[config.mk]
export PLATFORM = sky130hd
export DESIGN_NAME = strict_decimal_int32_parser_flat
export DESIGN_NICKNAME = d
export VERILOG_FILES = /design/src/hdl/sdi_pkg.sv /design/src/hdl/sdi_chan_if.sv /design/src/hdl/strict_decimal_int32_parser.sv /design/src/hdl/sdi_char_class.sv /design/src/hdl/sdi_parse_core.sv /design/src/flat_wrapper.sv
export SDC_FILE = /design/constraint.sdc
export NUM_CORES = 1
export LEC_CHECK = 0
export BUFFER_PORTS_ARGS = -buffer_cell sky130_fd_sc_hd__clkbuf_2
export CAP_MARGIN = 20
export CORE_MARGIN = 4
export CORE_UTILIZATION = 50
export DETAILED_ROUTE_END_ITERATION = 7
export PLACE_DENSITY = 0.68
export SYNTH_ARGS = -nofsm -noshare
export SYNTH_HDL_FRONTEND = slang
export SYNTH_HIERARCHICAL = 1
export SYNTH_SLANG_ARGS = --single-unit
[constraint.sdc]
create_clock -name clock -period 7.9 [get_ports clock]
set_clock_uncertainty 0.2 [all_clocks]
set_input_delay 0.395 -clock clock [delete_from_list [all_inputs] [get_ports clock]]
set_output_delay 0.395 -clock clock [all_outputs]
set_load 0.005 [all_outputs]
[src/hdl/sdi_pkg.sv]
`timescale 1ns / 1ps
`default_nettype none
// ----------------------------------------------------------------------------
// sdi_pkg
// Shared types and constants for the strict decimal int32 parser.
// ----------------------------------------------------------------------------
package sdi_pkg;

   localparam int unsigned CHAR_W = 8;
   localparam int unsigned VALUE_W = 32;
   // Magnitude times ten plus a digit needs four extra bits.
   localparam int unsigned WIDE_W = VALUE_W + 4;

   localparam logic [CHAR_W-1:0] CHAR_NUL   = 8'd0;
   localparam logic [CHAR_W-1:0] CHAR_TAB   = 8'd9;
   localparam logic [CHAR_W-1:0] CHAR_CR    = 8'd13;
   localparam logic [CHAR_W-1:0] CHAR_SPACE = 8'd32;
   localparam logic [CHAR_W-1:0] CHAR_MINUS = 8'd45;
   localparam logic [CHAR_W-1:0] CHAR_ZERO  = 8'd48;
   localparam logic [CHAR_W-1:0] CHAR_NINE  = 8'd57;

   localparam logic [WIDE_W-1:0] POS_LIMIT = 36'd2147483647;
   localparam logic [WIDE_W-1:0] NEG_LIMIT = 36'd2147483648;

   typedef enum logic [2:0] {
      PH_SKIP  = 3'd0,
      PH_SIGN  = 3'd1,
      PH_ZERO  = 3'd2,
      PH_DIGIT = 3'd3,
      PH_ERR   = 3'd4
   } phase_type;

   // Decoded character, passed from the classifier to the parse core.
   typedef struct packed {
      logic       is_term;
      logic       is_space;
      logic       is_minus;
      logic       is_digit;
      logic [3:0] digit;
   } char_class_type;

   typedef struct packed {
      logic signed [VALUE_W-1:0] value;
      logic                      error_flag;
   } result_type;

endpackage : sdi_pkg
`default_nettype wire

[src/hdl/sdi_chan_if.sv]
`timescale 1ns / 1ps
`default_nettype none
// ----------------------------------------------------------------------------
// sdi_req_if / sdi_rsp_if
// Valid/ready channels for character words in and result words out.
// ----------------------------------------------------------------------------
interface sdi_req_if
   import sdi_pkg::*;
   ();
   logic              valid;
   logic              ready;
   logic [CHAR_W-1:0] char_code;

   modport source (output valid, output char_code, input ready);
   modport sink   (input valid, input char_code, output ready);
endinterface : sdi_req_if

interface sdi_rsp_if
   import sdi_pkg::*;
   ();
   logic                      valid;
   logic                      ready;
   logic signed [VALUE_W-1:0] value;
   logic                      error_flag;

   modport source (output valid, output value, output error_flag, input ready);
   modport sink   (input valid, input value, input error_flag, output ready);
endinterface : sdi_rsp_if
`default_nettype wire

[src/hdl/strict_decimal_int32_parser.sv]
`timescale 1ns / 1ps
`default_nettype none
// ----------------------------------------------------------------------------
// strict_decimal_int32_parser
// Strict decimal string to signed 32-bit integer, one character per word.
// ----------------------------------------------------------------------------
// Each accepted req word carries one character; a zero byte ends the string
// and produces exactly one rsp word with the parsed value and an error flag
// (value is 0 when the flag is set). Leading whitespace and one '-' are
// allowed; '+', stray characters, missing digits, leading zeros, "-0" and
// int32 overflow are errors. The block takes one character per clock while no
// terminator is held: a character is registered at acceptance and applied to
// the parse state in the next cycle by a single multiply-by-ten-and-add step.
// A terminator is applied only once the output register is free, and the result
// is loaded into that register and shown on rsp. Only a terminator that finds
// that register still full and not being taken holds the input stage;
// ordinary characters keep flowing while rsp is stalled.
// ----------------------------------------------------------------------------
module strict_decimal_int32_parser
   import sdi_pkg::*;
(
   input  wire logic clock,
   input  wire logic reset,
   sdi_req_if.sink   req_chan,
   sdi_rsp_if.source rsp_chan
);

   // input register
   logic [CHAR_W-1:0] char_ff, char_in;
   logic              char_vld_ff, char_vld_in;

   // result register
   logic signed [VALUE_W-1:0] rsp_value_ff, rsp_value_in;
   logic                      rsp_err_ff, rsp_err_in;
   logic                      rsp_vld_ff, rsp_vld_in;

   char_class_type cls;
   result_type     result;

   logic out_free;   // result register can take a word this cycle
   logic stage_go;   // registered character is applied this cycle
   logic out_load;   // terminator loads the result register
   logic req_take;

   sdi_char_class u_class (
      .char_code (char_ff),
      .cls       (cls)
   );

   sdi_parse_core u_core (
      .clock  (clock),
      .reset  (reset),
      .step   (stage_go),
      .cls    (cls),
      .result (result)
   );

   assign out_free = !rsp_vld_ff || rsp_chan.ready;
   assign stage_go = char_vld_ff && (!cls.is_term || out_free);
   assign out_load = stage_go && cls.is_term;

   assign req_chan.ready = !char_vld_ff || stage_go;
   assign req_take       = req_chan.valid && req_chan.ready;

   always_comb begin
      char_in     = req_take ? req_chan.char_code : char_ff;
      char_vld_in = req_take || (char_vld_ff && !stage_go);
   end

   always_comb begin
      rsp_value_in = out_load ? result.value : rsp_value_ff;
      rsp_err_in   = out_load ? result.error_flag : rsp_err_ff;
      rsp_vld_in   = out_load || (rsp_vld_ff && !rsp_chan.ready);
   end

   always_ff @(posedge clock) begin
      if (reset) begin
         char_vld_ff <= 1'b0;
         rsp_vld_ff  <= 1'b0;
      end else begin
         char_vld_ff <= char_vld_in;
         rsp_vld_ff  <= rsp_vld_in;
      end
   end

   // payload, no reset needed
   always_ff @(posedge clock) begin
      char_ff      <= char_in;
      rsp_value_ff <= rsp_value_in;
      rsp_err_ff   <= rsp_err_in;
   end

   assign rsp_chan.valid      = rsp_vld_ff;
   assign rsp_chan.value      = rsp_value_ff;
   assign rsp_chan.error_flag = rsp_err_ff;

`ifndef NO_ASSERTIONS
   a_err_value_zero: assert property (@(posedge clock) disable iff (reset)
      rsp_vld_ff && rsp_err_ff |-> (rsp_value_ff == '0))
      else $error("error result with nonzero value");

   a_load_only_free: assert property (@(posedge clock) disable iff (reset)
      out_load |-> out_free)
      else $error("result register overwritten while held");

   a_rsp_hold: assert property (@(posedge clock) disable iff (reset)
      rsp_vld_ff && !rsp_chan.ready |=>
         rsp_vld_ff && $stable(rsp_value_ff) && $stable(rsp_err_ff))
      else $error("result word changed while stalled");
`endif

endmodule : strict_decimal_int32_parser
`default_nettype wire

[src/hdl/sdi_char_class.sv]
`timescale 1ns / 1ps
`default_nettype none
// ----------------------------------------------------------------------------
// sdi_char_class
// Decodes one character byte into terminator, space, minus and digit flags.
// ----------------------------------------------------------------------------
module sdi_char_class
   import sdi_pkg::*;
(
   input  wire logic [CHAR_W-1:0] char_code,
   output char_class_type         cls
);

   logic [CHAR_W-1:0] digit_off;

   assign digit_off = char_code - CHAR_ZERO;

   always_comb begin
      cls.is_term  = (char_code == CHAR_NUL);
      cls.is_space = ((char_code >= CHAR_TAB) && (char_code <= CHAR_CR)) ||
                     (char_code == CHAR_SPACE);
      cls.is_minus = (char_code == CHAR_MINUS);
      cls.is_digit = (char_code >= CHAR_ZERO) && (char_code <= CHAR_NINE);
      cls.digit    = digit_off[3:0];
   end

endmodule : sdi_char_class
`default_nettype wire

[src/hdl/sdi_parse_core.sv]
`timescale 1ns / 1ps
`default_nettype none
// ----------------------------------------------------------------------------
// sdi_parse_core
// Parse state (phase, magnitude, sign) and the result formed at a terminator.
// ----------------------------------------------------------------------------
module sdi_parse_core
   import sdi_pkg::*;
(
   input  wire logic           clock,
   input  wire logic           reset,
   input  wire logic           step,
   input  wire char_class_type cls,
   output result_type          result
);

   phase_type           phase_ff, phase_in;
   logic [VALUE_W-1:0]  mag_ff, mag_in;
   logic                neg_ff, neg_in;

   logic [WIDE_W-1:0]   mag_wide;
   logic [WIDE_W-1:0]   next_wide;
   logic [WIDE_W-1:0]   limit;
   logic [VALUE_W-1:0]  first_mag;
   phase_type           first_phase;

   // magnitude * 10 + digit as (m << 3) + (m << 1) + d
   assign mag_wide  = {4'd0, mag_ff};
   assign next_wide = (mag_wide << 3) + (mag_wide << 1) + {32'd0, cls.digit};
   assign limit     = neg_ff ? NEG_LIMIT : POS_LIMIT;
   assign first_mag = {28'd0, cls.digit};
   assign first_phase = (cls.digit == 4'd0) ? PH_ZERO : PH_DIGIT;

   // Next state
   always_comb begin
      phase_in = phase_ff;
      mag_in   = mag_ff;
      neg_in   = neg_ff;
      if (step) begin
         if (cls.is_term) begin
            phase_in = PH_SKIP;
            mag_in   = '0;
            neg_in   = 1'b0;
         end else begin
            unique case (phase_ff)
               PH_SKIP: begin
                  priority if (cls.is_space) begin
                     phase_in = PH_SKIP;
                  end else if (cls.is_minus) begin
                     neg_in   = 1'b1;
                     phase_in = PH_SIGN;
                  end else if (cls.is_digit) begin
                     mag_in   = first_mag;
                     phase_in = first_phase;
                  end else begin
                     phase_in = PH_ERR;
                  end
               end
               PH_SIGN: begin
                  if (cls.is_digit) begin
                     mag_in   = first_mag;
                     phase_in = first_phase;
                  end else begin
                     phase_in = PH_ERR;
                  end
               end
               PH_DIGIT: begin
                  if (!cls.is_digit) begin
                     phase_in = PH_ERR;
                  end else if (next_wide > limit) begin
                     phase_in = PH_ERR;
                     mag_in   = '0;
                  end else begin
                     mag_in = next_wide[VALUE_W-1:0];
                  end
               end
               default: begin
                  // leading zero followed by more text, or already in error
                  phase_in = PH_ERR;
               end
            endcase
         end
      end
   end

   // Outputs: the result as it stands if the current word is a terminator
   always_comb begin
      result.value      = '0;
      result.error_flag = 1'b1;
      if (phase_ff == PH_DIGIT) begin
         result.error_flag = 1'b0;
         result.value      = neg_ff ? $signed(-mag_ff) : $signed(mag_ff);
      end else if ((phase_ff == PH_ZERO) && !neg_ff) begin
         result.error_flag = 1'b0;
      end
   end

   always_ff @(posedge clock) begin
      if (reset) begin
         phase_ff <= PH_SKIP;
         mag_ff   <= '0;
         neg_ff   <= 1'b0;
      end else begin
         phase_ff <= phase_in;
         mag_ff   <= mag_in;
         neg_ff   <= neg_in;
      end
   end

`ifndef NO_ASSERTIONS
   a_term_restarts: assert property (@(posedge clock) disable iff (reset)
      step && cls.is_term |=> (phase_ff == PH_SKIP) && (mag_ff == '0) && !neg_ff)
      else $error("parse state not cleared after terminator");

   a_zero_phase_mag: assert property (@(posedge clock) disable iff (reset)
      (phase_ff == PH_ZERO) |-> (mag_ff == '0))
      else $error("leading-zero phase with nonzero magnitude");

   a_pos_in_range: assert property (@(posedge clock) disable iff (reset)
      (phase_ff == PH_DIGIT) && !neg_ff |-> !mag_ff[VALUE_W-1])
      else $error("positive magnitude past int32 maximum");
`endif

endmodule : sdi_parse_core
`default_nettype wire
[src/flat_wrapper.sv]
// flat-port wrapper written by rule: the top's interface ports become plain ports
module strict_decimal_int32_parser_flat import sdi_pkg::*;
  (clock, reset, req_chan_valid, req_chan_char_code, req_chan_ready, rsp_chan_valid, rsp_chan_value, rsp_chan_error_flag, rsp_chan_ready);
  sdi_req_if req_chan_i ();
  sdi_rsp_if rsp_chan_i ();
  input  wire logic clock;
  input  wire logic reset;
  input wire logic [$bits(req_chan_i.valid)-1:0] req_chan_valid;
  input wire logic [$bits(req_chan_i.char_code)-1:0] req_chan_char_code;
  output wire logic [$bits(req_chan_i.ready)-1:0] req_chan_ready;
  output wire logic [$bits(rsp_chan_i.valid)-1:0] rsp_chan_valid;
  output wire logic [$bits(rsp_chan_i.value)-1:0] rsp_chan_value;
  output wire logic [$bits(rsp_chan_i.error_flag)-1:0] rsp_chan_error_flag;
  input wire logic [$bits(rsp_chan_i.ready)-1:0] rsp_chan_ready;
  assign req_chan_i.valid = req_chan_valid;
  assign req_chan_i.char_code = req_chan_char_code;
  assign req_chan_ready = req_chan_i.ready;
  assign rsp_chan_valid = rsp_chan_i.valid;
  assign rsp_chan_value = rsp_chan_i.value;
  assign rsp_chan_error_flag = rsp_chan_i.error_flag;
  assign rsp_chan_i.ready = rsp_chan_ready;
  strict_decimal_int32_parser u_core (.clock(clock), .reset(reset), .req_chan(req_chan_i), .rsp_chan(rsp_chan_i));
endmodule
# --- Word level (Yosys, flattened, before mapping) ---
# Index checks and enable logic that the tools add are counted.
# Widths: inputs -> output; s select.
word_totals:
  input_bits: 12
  word_cells: 78
  out_inout_bits: 35
  register_bits: 79
op_classes:
  n_addsub: 4
  n_eq_ne: 10
  reduce_logical: 29
  n_mux: 22
  n_lt_le_gt_ge: 5
ops:
  columns: ["cell", "count"]
  rows:
  - ["$mux 32", 8]
  - ["$pmux 32 s3", 1]
  - ["$add 35x33->36", 1]
  - ["$add 36x4->36", 1]
  - ["$gt 36x32->1", 1]
  - ["$neg 32->32", 1]
  - ["$mux 3", 6]
  - ["$eq 8x6->1 const B", 2]
  - ["$ne 3x3->1 const B", 3]
  - ["$pmux 3 s3", 1]
  - ["$ge 8x4->1 const B", 1]
  - ["$ge 8x6->1 const B", 1]
  - ["$le 8x4->1 const B", 1]
  - ["$le 8x6->1 const B", 1]
  - ["$logic_and 1x1->1", 8]
  - ["$logic_not 8->1", 1]
  - ["$eq 3x2->1 const B", 2]
  - ["$logic_not 1->1", 6]
  - ["$logic_or 1x1->1", 6]
  - ["$mux 1", 6]
  - ["$reduce_and 5->1", 1]
  - ["$logic_not 4->1", 1]
  - ["$ne 4x4->1 const B", 1]
  - ["$reduce_and 4->1", 1]
  - ["7 further kinds", 8]

# --- Logic depth before layout (Yosys ltp) ---
# Gate-level depths: netlist of the first run.
depth:
  depth_word: 8
  depth_mapped: 23
  ltp_nobuf: 20

# --- Hierarchy ---
# Netlist of the first run, hierarchy kept.
modules_own_cells:
  columns: ["module", "cells_each", "seq_area_each_um2", "area_each_um2", "instances"]
  rows:
  - ["sdi_parse_core", 638, 720.7, 5029.8, 1]
  - ["strict_decimal_int32_parser", 53, 1271.2, 1335.0, 1]
  - ["sdi_char_class", 18, 0.0, 127.6, 1]

# --- Worst setup path before layout of the first run ---
# Ideal clock, no wire load.
synth_path:
  kind: "register to register"
  from: "register u_core.char_ff[3]"
  to: "register u_core.u_core.mag_ff[16]"
  path_buffers: 3
  required_time_ns: 7.641
  arrival_ns: 5.077
  synth_period_minus_slack_ns: 5.336
  stages_incl_launch_ff: 23
  slack_ns: 2.564
  path_cell_list: "edfxtp_1 > buf_4 > fa_1 > fa_1 > a211oi_1 > o21ai_0 > a21boi_0 > o21ai_0 > a21o_1 > a21oi_1 > xnor2_1 > ha_1 > nand2_1 > or3_1 > nor4_1 > a31oi_1 > o31ai_1 > o211ai_1 > a211oi_2 > and3_1 > clkbuf_1 > buf_4 > a22o_1"
synth_rtl:
  columns: ["item", "line_no", "source"]
  rows:
  - ["from (decl)", "strict_decimal_int32_parser.sv:29", "logic [CHAR_W-1:0] char_ff, char_in;"]
  - ["from (signal assigned)", "strict_decimal_int32_parser.sv:88", "char_ff <= char_in;"]
  - ["to (signal assigned)", "sdi_parse_core.sv:105", "mag_ff <= mag_in;"]
  - ["to (decl)", "sdi_parse_core.sv:18", "logic [VALUE_W-1:0] mag_ff, mag_in;"]

# --- Final worst setup path of the first run ---
layout_path:
  from: "register u_core.char_ff[3]"
  to: "register u_core.u_core.mag_ff[1]"
layout_between:
  elab_chain_len: 7
  word_cells_on_any_way: 28
layout_lines:
  columns: ["item", "line_no", "source"]
  rows:
  - ["$sub 4x1->4 (tied with other cells)", "sdi_char_class.sv:16", "assign digit_off = char_code - CHAR_ZERO;"]
  - ["$add 36x4->36 / $logic_and 1x1->1 (equally long branches)", "sdi_parse_core.sv:29, sdi_char_class.sv:23", null]
  - ["$gt 36x32->1 / $mux 32 (equally long branches)", null, null]
  - ["$mux 32, on equally long branches (2 in a row)", null, null]
  - ["$pmux 32 s3", "sdi_parse_core.sv:45", "unique case (phase_ff)"]
  - ["$mux 32", "sdi_parse_core.sv:40", "if (cls.is_term) begin"]
# Parallel ways exist; a longest one is shown, timed or not. The select of a mux whose other input is x is not followed.
# A chain may end at the register's enable or synchronous reset.

==> results.tsv, run 1 <==
stage	metric	value	unit
drt	drt drc	0	
timing	endpoints failing hold	0	
clock_network	setup bufs post-CTS	0	
floorplan	initial core utilization	0.512	
floorplan	io pins	47	
yosys	register area share after synthesis	0.307	
clock_network	Worst-path clk slew	0.06	ns
clock_network	worst skew pair latency	0.35	ns
critical_path	CP arrival	6.50	ns
global_routing	largest net degree at the start of global routing	43	
drt	ANT nets after route	0	
global_routing	vias in the first global route	5301	
clock_network	TritonCTS clock tree	built	
drt	via/cell ratio	6.05	
timing	Slew headroom	0.303	
finish	most common cell after layout, fill and taps aside	ha_1	
finish	# diodes	0	
yosys	Mapped Cells	709	
yosys	post-synth top area share	0.190	
floorplan	Die Y-Extent	122	microns
clock_network	H-tree levels	3	
place	gpl congestion	0.953	
timing	fin crit period	6.42	ns
outcome	status	finished clean	
power_and_ir_drop	Pleak	3.34	nW
clock_network	clk sink count	79	
floorplan	die area	14900	sq um
finish	register area	1990	sq um
critical_path	critical path type	flip-flop to flip-flop	
finish	fin util	0.564	
yosys	EDFF count, synth	41	
yosys	Synth Cell Area	6490	sq um
floorplan	Rows	41	
yosys	Cell variety after synth	69	
clock_network	root buf cell	clkbuf_16	
finish	share of layout cells above drive strength 1	0.109	
yosys	syn_nets	819	
finish	commonest non-fill, non-tap cells in the layout	96 x ha_1, 65 x nor2_1, 57 x a21oi_1	
finish	Final Net Count	851	
run	Max-cap violations	0	
yosys	synthesized area per cell	9.16	sq um
timing	Slew @ Worst Pin	1.04	ns
timing	f_max	156	MHz
place	DP HPWL	12100	microns
global_routing	initial antenna violation count	0	
finish	area delta synth->final	10.0	%
min_path	hold depth	1	
clock_network	clk buf depth	2	
critical_path	CP endpoint kind	flip-flop	
drt	DRT iter0 DRCs	376	
drt	via count	5557	
yosys	yosys warns	6	
yosys	Async S/R FF share, synth	0	
place	Port Buf Inserts	46	
yosys	top post-synthesis cells by area	edfxtp_1 19%, ha_1 19%, dfxtp_1 12%, xor2_1 4.9%, a21oi_1 4.5%	
timing	final period utilization	0.813	
timing	fin. max-slew vios	0	
clock_network	Num CTS Buffers	9	
critical_path	Startpoint Class	flip-flop	
drt	drt total wl	15900	microns
power_and_ir_drop	VDD IR max	72.7	uV
yosys	FF+latch count, synth	79	
yosys	Top FF cell, synth	edfxtp_1	
finish	Multi-input gate area	4310	sq um
finish	final-layout fill cell count	1157	
floorplan	core box area	12700	sq um
critical_path	crit path max fanout	17	
global_routing	Total GRT Usage	0.224	
clock_network	cts repair resizes	0	
timing	RSZ-0062 raised after global routing	false	
timing	Setup WS post-layout	1.48	ns
timing	final setup vio count	0	
drt	WL per Instance	17.3	microns
floorplan	Horiz. Die Dim	122	microns
drt	Detailed Routing Iterations Pass 1	5	
min_path	worst min path class	primary input to flip-flop	
yosys	largest area contributor in the netlist	edfxtp_1	
place	pre-CTS WS	1.50	ns
global_routing	gr ovfl total	0	
critical_path	reg2reg path depth	20	
timing	setup TNS	0	ns
power_and_ir_drop	Pwr Density	123	nW/um^2
global_routing	first-pass GRT wire length	26300	microns
clock_network	hold buffer count at CTS	0	
critical_path	worst path required time	7.98	ns
worst max-delay path, stage by stage, from the launching register on:
cell	delay, ns
edfxtp_1	0.51
fa_1	0.57
fa_1	0.50
a211oi_1	0.23
o21ai_0	0.21
a21boi_0	0.45
o21ai_0	0.25
a21o_1	0.21
a21oi_1	0.17
xnor2_1	0.12
ha_1	0.29
nand2_1	0.06
or3_1	0.36
nor4_1	0.38
a31oi_1	0.13
o31ai_1	0.13
o211ai_1	0.17
a211oi_2	0.24
and3_1	0.67
buf_4	0.35
o2bb2ai_1	0.14
Yosys cell counts (9+ instances only):
master	count
a21o_1	11
a21oi_1	58
a22o_1	28
and2_1	12
clkbuf_1	21
dfxtp_1	38
edfxtp_1	41
ha_1	96
inv_1	17
nand2_1	47
nand3_1	11
nand4_1	9
nor2_1	66
o211ai_1	11
o21ai_0	52
or3_1	11
xnor2_1	19
xor2_1	36
sequential cells by signal (all words and copies together), names as in the netlist:
register                    flops
u_core/u_core/mag_ff           32
u_core/char_vld_ff              1
u_core/rsp_chan.error_flag      1
u_core/u_core/phase_ff          3
u_core/rsp_chan.valid           1
u_core/char_ff                  8
u_core/u_core/neg_ff            1
u_core/rsp_chan.value          32
power by group:
part           switching (mW)  total (mW)  internal [mW]
registers             0.00544       0.438          0.433
logic                  0.0159      0.0261         0.0102
clock network           0.165       0.416          0.251
total                   0.186       0.881          0.694
final timing paths:
kind,startpoint,endpoint,slack (ns)
setup / recovery,u_core/char_ff[3],u_core/u_core/mag_ff[1],1.48
hold / removal,req_chan_char_code[4],u_core/char_ff[4],0.02
setup reg to reg,u_core/char_ff[3],u_core/u_core/mag_ff[1],1.48
hold reg to reg,u_core/rsp_chan.valid,u_core/rsp_chan.valid,0.31
layer usage:
layer	global-route usage	vias to the layer above	share of wire
met5	0	-	0
met4	0.0854	0	0.023
met3	0.0399	21	0.049
met2	0.368	140	0.46
met1	0.295	2645	0.46
li1	-	2751	-
cells by family after synthesis:
family	count (synthesis)	synth area share
flip-flops	79	0.307
AND/OR/NAND/NOR	200	0.154
AO/OA/AOI/OAI	229	0.240
multiplexers	2	0.00308
adder cells (fa/ha/maj)	98	0.191
XOR/XNOR	55	0.0742
buffers and inverters	46	0.0308
stage by stage:
stage	cell area (sq um)	cells	hold WS [ns]	power, mW
6_report	7140	918	0.0180	0.881
4_1_cts	7140	918	0.00291	0.892
5_1_grt	7140	918	0.00701	0.909
3_3_place_gp	6840	902	0.290	0.471
3_5_place_dp	6840	902	0.314	0.473
2_1_floorplan	6490	709	0.264	0.465
area by class of cell:
cell class	count	area share
inverter	17	0.00893
tap	172	0.0301
sequential	79	0.279
timing repair buffer	50	0.0364
multi-input combinational	584	0.604
clock buffer	10	0.0335
clock inverter	6	0.00841
Power figures use the tool's default switching activity.
==> run 2, diff against run 1 <==
- PLACE_DENSITY: 0.68 -> 0.71
- clock period: 7.9 -> 5.44 ns (I/O delays scaled with it)
==> results.tsv, run 2 (synthesized netlist as in run 1, its figures left out) <==
stage	metric	value	unit
place	Port Buf Inserts	46	
critical_path	Worst R2R End	u_core/u_core/mag_ff[22]	
finish	most common cell after layout, fill and taps aside	ha_1	
finish	final-layout fill cell count	1091	
timing	RSZ-0062 raised after global routing	false	
global_routing	gr ovfl total	0	
global_routing	initial antenna violation count	0	
global_routing	vias in the first global route	5415	
min_path	worst min path class	primary input to flip-flop	
global_routing	met1 Usage GRT	0.299	
timing	fin crit period	5.18	ns
floorplan	Die Y-Extent	122	microns
timing	Setup WS post-layout	0.264	ns
critical_path	R2R Setup Slk	0.26	ns
critical_path	critical path type	flip-flop to flip-flop	
timing	Slew headroom	0.302	
outcome	status	finished clean	
clock_network	root buf cell	clkbuf_16	
critical_path	worst path required time	5.54	ns
clock_network	clk sink count	79	
floorplan	initial core utilization	0.512	
floorplan	Rows	41	
clock_network	clk buf depth	2	
place	pre-CTS WS	-0.0281	ns
power_and_ir_drop	Pwr Density	178	nW/um^2
power_and_ir_drop	VDD IR max	154	uV
timing	Hold Slack	0.0627	ns
drt	WL per Instance	17.3	microns
floorplan	Horiz. Die Dim	122	microns
clock_network	TritonCTS clock tree	built	
critical_path	Startpoint Class	flip-flop	
clock_network	worst skew pair latency	0.35	ns
drt	Detailed Routing Iterations Pass 1	5	
drt	drt total wl	16300	microns
clock_network	Num CTS Buffers	9	
place	gpl congestion	0.958	
drt	via count	5684	
drt	DRT iter0 DRCs	369	
timing	final setup vio count	0	
critical_path	reg-to-reg startpoint	u_core/char_ff[3]	
critical_path	reg2reg path depth	21	
finish	Multi-input gate area	4380	sq um
global_routing	layer with the highest usage	met2	
finish	register area	1990	sq um
floorplan	io pins	47	
global_routing	met2 GRT Util	0.360	
timing	setup TNS	0	ns
finish	area delta synth->final	15.2	%
power_and_ir_drop	power consumption	1.33	mW
place	DP HPWL	12100	microns
critical_path	CP arrival	5.27	ns
timing	f_max	193	MHz
drt	via/cell ratio	6.02	
timing	fin. max-slew vios	0	
timing	Slew @ Worst Pin	1.04	ns
finish	commonest non-fill, non-tap cells in the layout	96 x ha_1, 64 x nor2_1, 56 x a21oi_1	
min_path	hold depth	2	
floorplan	core box area	12700	sq um
finish	Final Net Count	877	
timing	endpoints failing hold	0	
global_routing	largest net degree at the start of global routing	44	
timing	final period utilization	0.952	
finish	share of layout cells above drive strength 1	0.140	
floorplan	die area	14900	sq um
clock_network	Worst-path clk slew	0.06	ns
global_routing	met3 Use GR	0.0492	
min_path	WHS Endpoint	u_core/char_vld_ff	
power_and_ir_drop	Pleak	3.49	nW
global_routing	first-pass GRT wire length	26500	microns
drt	drt drc	0	
drt	ANT nets after route	0	
run	Max-cap violations	0	
critical_path	crit path max fanout	15	
min_path	hold path startpoint	reset	
critical_path	CP endpoint kind	flip-flop	
global_routing	Total GRT Usage	0.226	
clock_network	H-tree levels	3	
finish	# diodes	0	
## run 2: cell count changes in the layout (fill, tap and decap cells not counted), sizes merged
| cell | change |
|---|---|
| bufinv | +1 |
| clkbuf | +1 |
| buf | +15 |
| dlygate4sd3 | +10 |
| clkinvlp | -1 |
## run 2: final cells by class
| type | count | share of cell area |
|---|---|---|
| Tap cell | 172 | 0.0288 |
| Multi-Input combinational cell | 584 | 0.586 |
| Sequential cell | 79 | 0.267 |
| Inverter | 17 | 0.00853 |
| Timing Repair Buffer | 76 | 0.0683 |
| Clock inverter | 6 | 0.0114 |
| Clock buffer | 10 | 0.0306 |
## run 2: power by group
part / internal, mW / switching [mW] / total (mW)
combinational: 0.0219 / 0.0273 / 0.0492
clock: 0.400 / 0.250 / 0.651
sequential: 0.629 / 0.00576 / 0.634
## run 2: how the worst max path moves through the flow
stage          slack (ns)              start  cells after the start                        to
2_1_floorplan        0.10  u_core/char_ff[3]                     22  u_core/u_core/mag_ff[16]
3_3_place_gp         0.23  u_core/char_ff[3]                     21  u_core/u_core/mag_ff[12]
3_5_place_dp        -0.03  u_core/char_ff[3]                     21  u_core/u_core/mag_ff[10]
4_1_cts             0.001  u_core/char_ff[3]                     21   u_core/u_core/mag_ff[9]
5_1_grt              0.02  u_core/char_ff[3]                     21   u_core/u_core/mag_ff[2]
6_report             0.26  u_core/char_ff[3]                     21  u_core/u_core/mag_ff[22]
## run 2: per-layer routing
metal,share of wire,up-vias
li1,-,2810
met1,0.46,2666
met2,0.46,179
met3,0.057,29
met4,0.026,0
met5,0,-
## run 2: stage by stage
step                area (sq um)  utilization  instances
global placement            6950        0.549        915
detailed placement          6950        0.549        915
floorplan                   6490            -        709
CTS                         7390        0.583        942
global route                7480        0.590        944
finish                      7480        0.590        944
## run 2: what timing repair did
item                                    in CTS  in global routing
gates cloned                                 0                  1
pin swaps                                    1                  4
endpoints found under the setup margin      31                 35
hold buffers                                10                  0
buffers inserted                             1                  1
hold endpoints to repair                    10                  0
gates resized for setup                      4                 15
## run 2: worst max-delay path, stage by stage, from the launching register on
cell and delay (ns):
edfxtp_1 0.43, fa_1 0.51, ha_1 0.33, a21oi_2 0.19, nor2_2 0.09, o21ai_2 0.16
o2111ai_2 0.17, a21bo_2 0.28, a21bo_2 0.22, a41oi_2 0.19, xnor2_1 0.17, ha_1 0.29
a21oi_1 0.19, o21ai_1 0.13, nor3_1 0.18, o21ai_0 0.10, o31ai_1 0.32, o211ai_1 0.16
a211oi_2 0.21, and3_4 0.26, clkbuf_16 0.19, a22o_1 0.13
==> run 3, diff against run 2 <==
- SETUP_SLACK_MARGIN: not set -> 0.4
- clock period: 5.44 -> 4.2 ns (I/O delays scaled with it)
==> results.tsv, run 3 (synthesized netlist as in run 1, its figures left out) <==
stage	metric	value	unit
outcome	status	finished, violations left	
outcome	failing checks	setup timing	
timing	Setup WS post-layout	-0.789	ns
drt	DRT iter0 DRCs	417	
timing	Hold Slack	0.0301	ns
floorplan	io pins	47	
timing	final setup vio count	35	
critical_path	Slowest cell on crit path	fa_1	
clock_network	Worst-path clk slew	0.06	ns
power_and_ir_drop	Reg power frac	0.494	
power_and_ir_drop	Pwr Density	190	nW/um^2
global_routing	vias in the first global route	6117	
critical_path	Buf/Inv on CP	3	
power_and_ir_drop	Sw Share	0.216	
timing	endpoints failing hold	0	
critical_path	critical path type	flip-flop to flip-flop	
drt	via count	6301	
timing	Slew headroom	0.320	
clock_network	worst skew pair latency	0.35	ns
global_routing	first-pass GRT wire length	29300	microns
drt	WL per Instance	16.8	microns
global_routing	largest net degree at the start of global routing	35	
floorplan	Rows	41	
timing	fin crit period	4.99	ns
critical_path	worst-path cell chain	fa_1 -> ha_1 -> a21oi_2 -> nor2_2 -> o21ai_2 -> o2111ai_2 -> a21bo_2 -> buf_4 -> a21o_1 -> a21oi_2 -> xnor2_1 -> ha_1 -> o21ai_1 -> nor2_1 -> nor2_1 -> o21ai_1 -> o31ai_2 -> o211ai_1 -> a211oi_2 -> and3_4 -> buf_6 -> clkbuf_16 -> a22o_1	
finish	commonest non-fill, non-tap cells in the layout	168 x buf_4, 95 x ha_1, 63 x nor2_1	
floorplan	die area	14900	sq um
critical_path	Startpoint Class	flip-flop	
timing	f_max	200	MHz
power_and_ir_drop	Pleak	4.34	nW
clock_network	TritonCTS clock tree	built	
drt	Detailed Routing Iterations Pass 1	6	
clock_network	root buf cell	clkbuf_16	
drt	ANT nets after route	0	
finish	most common cell after layout, fill and taps aside	buf_4	
floorplan	Die Y-Extent	122	microns
timing	fin. max-slew vios	0	
global_routing	Total GRT Usage	0.249	
finish	share of layout cells above drive strength 1	0.294	
clock_network	clk buf depth	2	
place	gpl congestion	1.01	
critical_path	crit path max fanout	8	
critical_path	CP peak stage delay	0.56	ns
finish	fin util	0.691	
timing	Slew @ Worst Pin	1.02	ns
clock_network	clk sink count	79	
run	Max-cap violations	0	
global_routing	gr ovfl total	0	
critical_path	CP endpoint kind	flip-flop	
floorplan	Horiz. Die Dim	122	microns
clock_network	Num CTS Buffers	9	
drt	drt drc	0	
power_and_ir_drop	NetSw	358	uW
floorplan	initial core utilization	0.512	
power_and_ir_drop	VDD IR max	163	uV
finish	# diodes	0	
clock_network	H-tree levels	3	
critical_path	Largest delay share family, worst path	compound AO/OA/AOI/OAI gates	
place	DP HPWL	14000	microns
global_routing	initial antenna violation count	0	
min_path	worst min path class	primary input to flip-flop	
power_and_ir_drop	Int Power	1.30	mW
finish	area delta synth->final	34.9	%
finish	Final Net Count	1033	
critical_path	CP arrival	5.08	ns
place	Port Buf Inserts	46	
drt	via/cell ratio	5.73	
power_and_ir_drop	Clock Power Share	0.467	
drt	drt total wl	18500	microns
floorplan	core box area	12700	sq um
place	pre-CTS WS	-0.971	ns
power_and_ir_drop	Comb pwr share	0.039	
timing	RSZ-0062 raised after global routing	true	
critical_path	worst path required time	4.29	ns
timing	final period utilization	1.19	
-- run 3: timing repair --
action / in CTS / in global routing
cloned: 1 / 2
hold endpoints to repair: 10 / 0
gates resized for setup: 21 / 5
pin swaps: 22 / 3
buffers inserted: 8 / 3
setup endpoints to repair: 35 / 35
hold buffers: 12 / 0
-- run 3: path summary, 6_finish.rpt --
path | startpoint | endpoint | slack (ns) | cells past startpoint
worst min-delay path | reset | u_core/u_core/mag_ff[2] | 0.03 | 2
worst min register to register | u_core/u_core/mag_ff[8] | u_core/u_core/mag_ff[8] | 0.36 | 1
worst max register to register | u_core/char_ff[3] | u_core/u_core/mag_ff[23] | -0.79 | 23
worst max-delay path | u_core/char_ff[3] | u_core/u_core/mag_ff[23] | -0.79 | 23
-- run 3: area by class of cell --
class | instances | area (sq um)
clock inverters | 5 | 58.8
repair buffers | 232 | 1740
well taps | 172 | 215
fillers | 968 | 3910
clock buffers | 11 | 233
flip-flops and latches | 79 | 1990
inverters | 17 | 63.8
multi-input cells | 584 | 4460
-- run 3: routing by layer --
metal | GRT usage | wire (microns)
met5 | 0 | 0
met4 | 0.0889 | 338
met3 | 0.0390 | 884
met2 | 0.428 | 8920
met1 | 0.318 | 8350
-- run 3: power by group through the flow --
stage	logic, mW	registers (mW)	clock network [mW]
4_1_cts	0.0651	0.821	0.794
6_report	0.0656	0.821	0.776
5_1_grt	0.0731	0.822	0.818
2_1_floorplan	0.0397	0.837	0
3_3_place_gp	0.0539	0.837	0
3_5_place_dp	0.0567	0.838	0
-- run 3: metrics by stage --
step,total power [mW],cells,cell area [sq um],TNS (ns)
final,1.66,1100,8760,-26.08
after floorplan,0.876,709,6540,-21.85
after detailed placement,0.895,1058,8060,-32.71
after global routing,1.71,1100,8760,-33.96
after CTS,1.68,1095,8660,-23.61
after global placement,0.891,1058,8060,-29.73
